$ cat src/sv/per_flow_token_bucket_policer_macros.svh
// Assertion helpers used by the policer datapath module.
// Each helper expects the enclosing module to have clk and rst_n.
`ifndef PER_FLOW_TOKEN_BUCKET_POLICER_MACROS_SVH
`define PER_FLOW_TOKEN_BUCKET_POLICER_MACROS_SVH

// Property must hold at every clock edge outside reset.
`define PFTBP_ASSERT(label, prop, msg) \
    label: assert property (@(posedge clk) disable iff (!rst_n) (prop)) \
        else $error(msg);

// Condition must never be true outside reset.
`define PFTBP_NEVER(label, cond, msg) \
    `PFTBP_ASSERT(label, !(cond), msg)

`endif

$ cat src/sv/pftbp_pkg.sv
package pftbp_pkg;

    localparam int DEFAULT_FLOW_ENTRIES = 256;

    localparam int REG_W       = 40;
    localparam int TIME_W      = 64;
    localparam int ADDR_W      = 32;
    localparam int ETYPE_W     = 16;
    localparam int VERDICT_W   = 2;
    localparam int CFG_INDEX_W = 8;

    localparam longint unsigned TOKEN_COUNT   = 64'd5;
    localparam longint unsigned TOKEN_REGEN   = 64'd1;
    localparam longint unsigned NS_PER_SECOND = 64'd1000000000;

    localparam logic [REG_W-1:0] TOKEN_PERIOD_RESET =
        REG_W'(NS_PER_SECOND / TOKEN_REGEN);
    localparam logic [REG_W-1:0] BURST_SPAN_RESET =
        REG_W'((TOKEN_COUNT - 64'd1) * (NS_PER_SECOND / TOKEN_REGEN));

    localparam logic [ETYPE_W-1:0] ETHERTYPE_IPV4 = 16'h0800;

    localparam logic [CFG_INDEX_W-1:0] CFG_TOKEN_PERIOD = 8'd0;
    localparam logic [CFG_INDEX_W-1:0] CFG_BURST_SPAN   = 8'd1;

    localparam logic [VERDICT_W-1:0] VERDICT_PASS    = 2'd0;
    localparam logic [VERDICT_W-1:0] VERDICT_FORWARD = 2'd1;
    localparam logic [VERDICT_W-1:0] VERDICT_DROP    = 2'd2;

    typedef enum logic [2:0] {
        ST_IDLE,
        ST_LOOKUP,
        ST_JUDGE,
        ST_WRITE,
        ST_DONE
    } pftbp_state_t;

    // Commands from the controller to the datapath.
    typedef struct packed {
        logic accept;
        logic scan;
        logic take_window;
        logic judge;
        logic write;
        logic deliver;
    } pftbp_cmd_t;

    // Status from the datapath to the controller.
    typedef struct packed {
        logic policed;
        logic hit;
        logic miss;
        logic out_free;
    } pftbp_sts_t;

    typedef struct packed {
        logic [ADDR_W-1:0] address;
        logic [TIME_W-1:0] low;
        logic [TIME_W-1:0] high;
    } pftbp_entry_t;

endpackage

$ cat src/sv/pftbp_ctrl.sv
module pftbp_ctrl
    import pftbp_pkg::*;
(
    input  logic       clk,
    input  logic       rst_n,
    input  logic       in_valid,
    output logic       in_stall,
    input  pftbp_sts_t sts,
    output pftbp_cmd_t cmd
);

    pftbp_state_t state_reg;
    pftbp_state_t state_next;

    always_ff @(posedge clk or negedge rst_n)
    begin
        if (!rst_n)
        begin
            state_reg <= ST_IDLE;
        end
        else
        begin
            state_reg <= state_next;
        end
    end

    always_comb
    begin
        state_next = state_reg;
        case (state_reg)
            ST_IDLE:
            begin
                if (in_valid)
                begin
                    state_next = sts.policed ? ST_LOOKUP : ST_DONE;
                end
            end
            ST_LOOKUP:
            begin
                if (sts.hit || sts.miss)
                begin
                    state_next = ST_JUDGE;
                end
            end
            ST_JUDGE:
            begin
                state_next = ST_WRITE;
            end
            ST_WRITE:
            begin
                state_next = ST_DONE;
            end
            ST_DONE:
            begin
                if (sts.out_free)
                begin
                    state_next = ST_IDLE;
                end
            end
            default:
            begin
                state_next = ST_IDLE;
            end
        endcase
    end

    always_comb
    begin
        cmd      = '0;
        in_stall = 1'b1;
        case (state_reg)
            ST_IDLE:
            begin
                in_stall   = 1'b0;
                cmd.accept = in_valid;
            end
            ST_LOOKUP:
            begin
                cmd.scan        = 1'b1;
                cmd.take_window = sts.hit || sts.miss;
            end
            ST_JUDGE:
            begin
                cmd.judge = 1'b1;
            end
            ST_WRITE:
            begin
                cmd.write = 1'b1;
            end
            ST_DONE:
            begin
                cmd.deliver = sts.out_free;
            end
            default:
            begin
                cmd = '0;
            end
        endcase
    end

endmodule

$ cat config.mk
export PLATFORM = sky130hd
export DESIGN_NAME = pftbp_ctrl
export DESIGN_NICKNAME = d
export VERILOG_FILES = /design/src/sv/per_flow_token_bucket_policer_macros.svh /design/src/sv/pftbp_pkg.sv /design/src/sv/pftbp_ctrl.sv
export SDC_FILE = /design/constraint.sdc
export NUM_CORES = 1
export LEC_CHECK = 0
export BUFFER_PORTS_ARGS = -buffer_cell sky130_fd_sc_hd__buf_2
export CORE_AREA = 2 2 39 41
export CTS_CLUSTER_DIAMETER = 60
export DETAILED_ROUTE_END_ITERATION = 12
export DIE_AREA = 0 0 41 43
export GPL_ROUTABILITY_DRIVEN = 0
export GPL_TIMING_DRIVEN = 0
export HOLD_SLACK_MARGIN = 0.1
export PLACE_DENSITY = 0.43
export RECOVER_POWER = 50
export SLEW_MARGIN = 25
export SYNTH_ARGS = -nofsm -noshare
export SYNTH_HDL_FRONTEND = slang
export SYNTH_SLANG_ARGS = --single-unit
$ cat constraint.sdc
create_clock -name clk -period 1 [get_ports clk]
set_input_delay 0.15 -clock clk [delete_from_list [all_inputs] [get_ports clk]]
set_output_delay 0.15 -clock clk [all_outputs]
set_load 0.05 [all_outputs]
# ---- Yosys cells after proc, flatten, opt, wreduce, memory -nomap -nowiden
# Cells that the tools add are included.
dict set report word_totals {
  out_inout_bits 7
  register_bits 3
  wordCells 22
}
dict set report op_classes {
  n_reduce_logical 3
  n_mux 11
  n_eq_ne 7
}
# cell count
set op_table {}
lappend op_table {{3-bit case mux with 5 select lines} 1}
lappend op_table {{3-bit 2-to-1 mux} 4}
lappend op_table {{3-bit by 2-bit == test with 1-bit output (second input constant)} 2}
lappend op_table {{2-bit != test (second input constant)} 3}
lappend op_table {{1-bit 2-to-1 mux} 5}
lappend op_table {{3-bit by 1-bit == test with 1-bit output (second input constant)} 1}
lappend op_table {{3-bit == test (second input constant)} 1}
lappend op_table {{3-bit logical NOT} 1}
lappend op_table {{3-bit AND reduction} 1}
lappend op_table {{2-bit 2-to-1 mux} 1}
lappend op_table {{1-bit logical OR} 1}

# ---- Longest topological paths before layout
dict set report depth {
  ltp_word 3
  ltp_mapped 4
  mapped_depth_nobuf 3
}

# ---- Least setup slack after synthesis
# No wires, ideal clock.
dict set report synth_path {
  path_kind {register to output}
  start {register state_reg[1]}
  end {output port cmd[3] (netlist name)}
  slack_ns -1.672
  stages_incl_launch_ff 4
  arrival_time_ns 2.522
  cell_sequence {dfrtp_1 -> buf_2 -> nor3b_1 -> nor2b_1}
}
# item line_no
set synth_lines {}
lappend synth_lines {{start, declared} pftbp_ctrl.sv:12} ;# pftbp_state_t state_reg;
lappend synth_lines {{start signal, assigned} pftbp_ctrl.sv:23} ;# state_reg <= state_next;
lappend synth_lines {{end, declared} pftbp_ctrl.sv:9} ;# output pftbp_cmd_t cmd

==> results.py <==
metrics = {
    "placed_design": {
        "place_inst": 56,
        "io_buffers": 13,
        "pre_cts_slack_ns": -0.371,
    },
    "floorplanning": {
        "die_h_um": 43,
        "initial_core_util": 0.169,
        "pin_count": 14,
        "dieArea_mm2": 0.00176,
        "die-width_um": 41,
        "core_area_mm2": 0.00138,
        "rows": 14,
    },
    "power_and_ir_drop": {
        "power_mw": 1.82,
        "power.share.combinational": 0.763,
        "power.net_switching_uw": 843,
        "p_int_uw": 974,
        "leakagePower_nw": 0.246,
        "ir_drop_mv": 1.22,
        "p_sw_frac": 0.464,
        "clkPwrFrac": 0.119,
        "cellPowerDensity_mw_per_mm2": 3310,
        "sequentialPowerShare": 0.118,
    },
    "layout": {
        "area_delta_synth_final_pct": 135,
        "instances_no_fill": 67,
        "multi_input_area_um2": 214,
        "fillers": 152,
        "seq_area_um2": 76.3,
        "n_antenna_cell": 0,
        "largest_reg_flops": 3,
        "layout_common_cells": "10 x buf_6, 6 x buf_2, 3 x nor2_1, 3 x clkbuf_4, 3 x buf_4",
        "drive_gt1_frac": 0.765,
        "nNetsFinal": 59,
        "final_common_cell": "buf_6",
    },
    "outcome": {
        "status": "finished with violations",
        "violations": "negative setup slack",
    },
    "routing": {
        "wire_per_inst_um": 10.4,
        "drt_iter0_markers": 0,
        "drc": 0,
        "via_per_inst": 4.10,
        "drt_wl_total_um": 696,
        "ant_nets": 0,
        "vias": 275,
        "dr.pass1.iters": 1,
    },
    "critical_path": {
        "cp_data_arrival_time_ns": 1.36,
        "critPathLaunchType": "register",
        "cp_max_fo": 9,
        "startpoint": "state_reg[0]$_DFFE_PN0P_",
        "cp-end-kind": "primary output",
        "reg2reg_from": "state_reg[1]$_DFFE_PN0P_",
        "cp.required_ns": 0.85,
        "ff2ff_setup_slack_ns": -0.28,
        "path_class": "register to primary output",
    },
    "flow_run": {
        "drv_cap": 0,
    },
    "timing": {
        "finalCritPeriodShare": 1.51,
        "rsz0062_at_grt": "true",
        "maxSlewHeadroom": 0.806,
        "fmax_mhz": 662,
        "finalSetupViolCount": 10,
        "tightest_slew_ns": 0.290,
        "hold_viol": 0,
        "setup_slack_ns": -0.511,
        "skew_ns": 0.00445,
        "drv_slew": 0,
        "post-route-min-period_ns": 1.51,
    },
    "synth": {
        "syn-instance-count": 27,
        "synth_seq_area_share": 0.321,
        "ys_types": 19,
        "syn-cell-area_um2": 234,
        "postSynthAreaPerCell_um2": 8.67,
        "syn_nets": 34,
        "ys_ff_latch": 3,
        "yosysWarnings": 0,
    },
    "clocking": {
        "htreeDepth": 1,
        "numCtsBuffers": 3,
        "clockBufferDepth": 2,
        "clkSinkCount": 3,
        "cts_tree": "done",
        "clk_pin_slew_ns": 0.04,
        "clk_latency_ns": 0.24,
        "cts_root_buf": "clkbuf_4",
    },
    "hold_path": {
        "hp-start": "sts[0]",
        "min_path_type": "input pin to register",
    },
    "grt": {
        "grt_pass1_vias": 306,
        "grt_pass1_wl_um": 1230,
        "overflow": 0,
        "antenna_found_initial": 0,
        "grt.total_usage": 0.109,
        "grt_max_degree": 11,
    },
}
-- cell families after synthesis --
logic type | share of synthesized area
DFF | 0.321
buffers and inverters | 0.118
and+or+nand+nor | 0.412
AOI/OAI and AO/OA | 0.150
-- final timing paths --
path                                       endpoint  cells past startpoint
max                                          cmd[5]                      4
min in group asynchronous  state_reg[0]$_DFFE_PN0P_                      2
max reg2reg                state_reg[2]$_DFFE_PN0P_                      6
min reg2reg                state_reg[1]$_DFFE_PN0P_                      3
max in group asynchronous  state_reg[1]$_DFFE_PN0P_                      2
min                        state_reg[2]$_DFFE_PN0P_                      2
-- area by class of cell --
cell class | instances | share of cell area
well taps | 16 | 0.0364
repair buffers | 21 | 0.339
plain buffers | 2 | 0.0410
flip-flops and latches | 3 | 0.139
clock buffers | 4 | 0.0478
multi-input cells | 20 | 0.390
inverters | 1 | 0.00683
-- worst max-delay path, stage by stage (launching register included) --
cell and delay [ns]:
dfrtp_1 0.36, buf_6 0.14, or3_4 0.38, nor2_4 0.09
buf_6 0.16
-- metal layers --
layer	global-route usage	wire length, um
met1	0.114	268
met4	0.100	19
met2	0.163	367
met5	0	0
met3	0.0314	40
-- metrics by stage --
stage	util	TNS [ns]	hold slack [ns]	instance area, um^2
2_1_floorplan	-	-1.67	-0.146	275
3_3_place_gp	0.260	-1.49	-0.0538	360
3_5_place_dp	0.260	-1.49	-0.0529	360
4_1_cts	0.380	-4.05	0.145	526
5_1_grt	0.397	-4.00	0.141	549
6_report	0.397	-3.44	0.142	549
-- cell usage after synthesis --
library cell / instances / area [um^2]
a21oi_1: 3 / 15.0
dfrtp_1: 3 / 75.1
nor2_1: 3 / 11.3
nor2b_1: 2 / 12.5
nor3b_1: 2 / 15.0
a2bb2oi_1: 1 / 8.76
and3_1: 1 / 6.26
and3b_1: 1 / 8.76
buf_2: 1 / 5.00
buf_4: 1 / 7.51
buf_6: 1 / 11.3
inv_1: 1 / 3.75
nand2_1: 1 / 3.75
nand2b_1: 1 / 6.26
nor2_2: 1 / 6.26
nor4b_2: 1 / 15.0
o21ai_0: 1 / 5.00
o22ai_1: 1 / 6.26
or3_4: 1 / 11.3
-- timing repair --
action | CTS | global route
buffers inserted | 7 | 2
hold endpoints to repair | 3 | 0
setup endpoints to repair | 8 | 10
hold buffers | 1 | 0
pin swaps | 6 | 4
gates resized for setup | 22 | 10
-- power by group through the flow --
stage	logic [mW]	clock network (mW)	registers (mW)
after CTS	1.36	0.214	0.187
final	1.39	0.217	0.214
after detailed placement	0.991	0	0.185
after global placement	0.993	0	0.186
after floorplan	0.835	0	0.185
after global routing	1.46	0.239	0.224
Note: power is estimated with default switching activity, not from simulation.
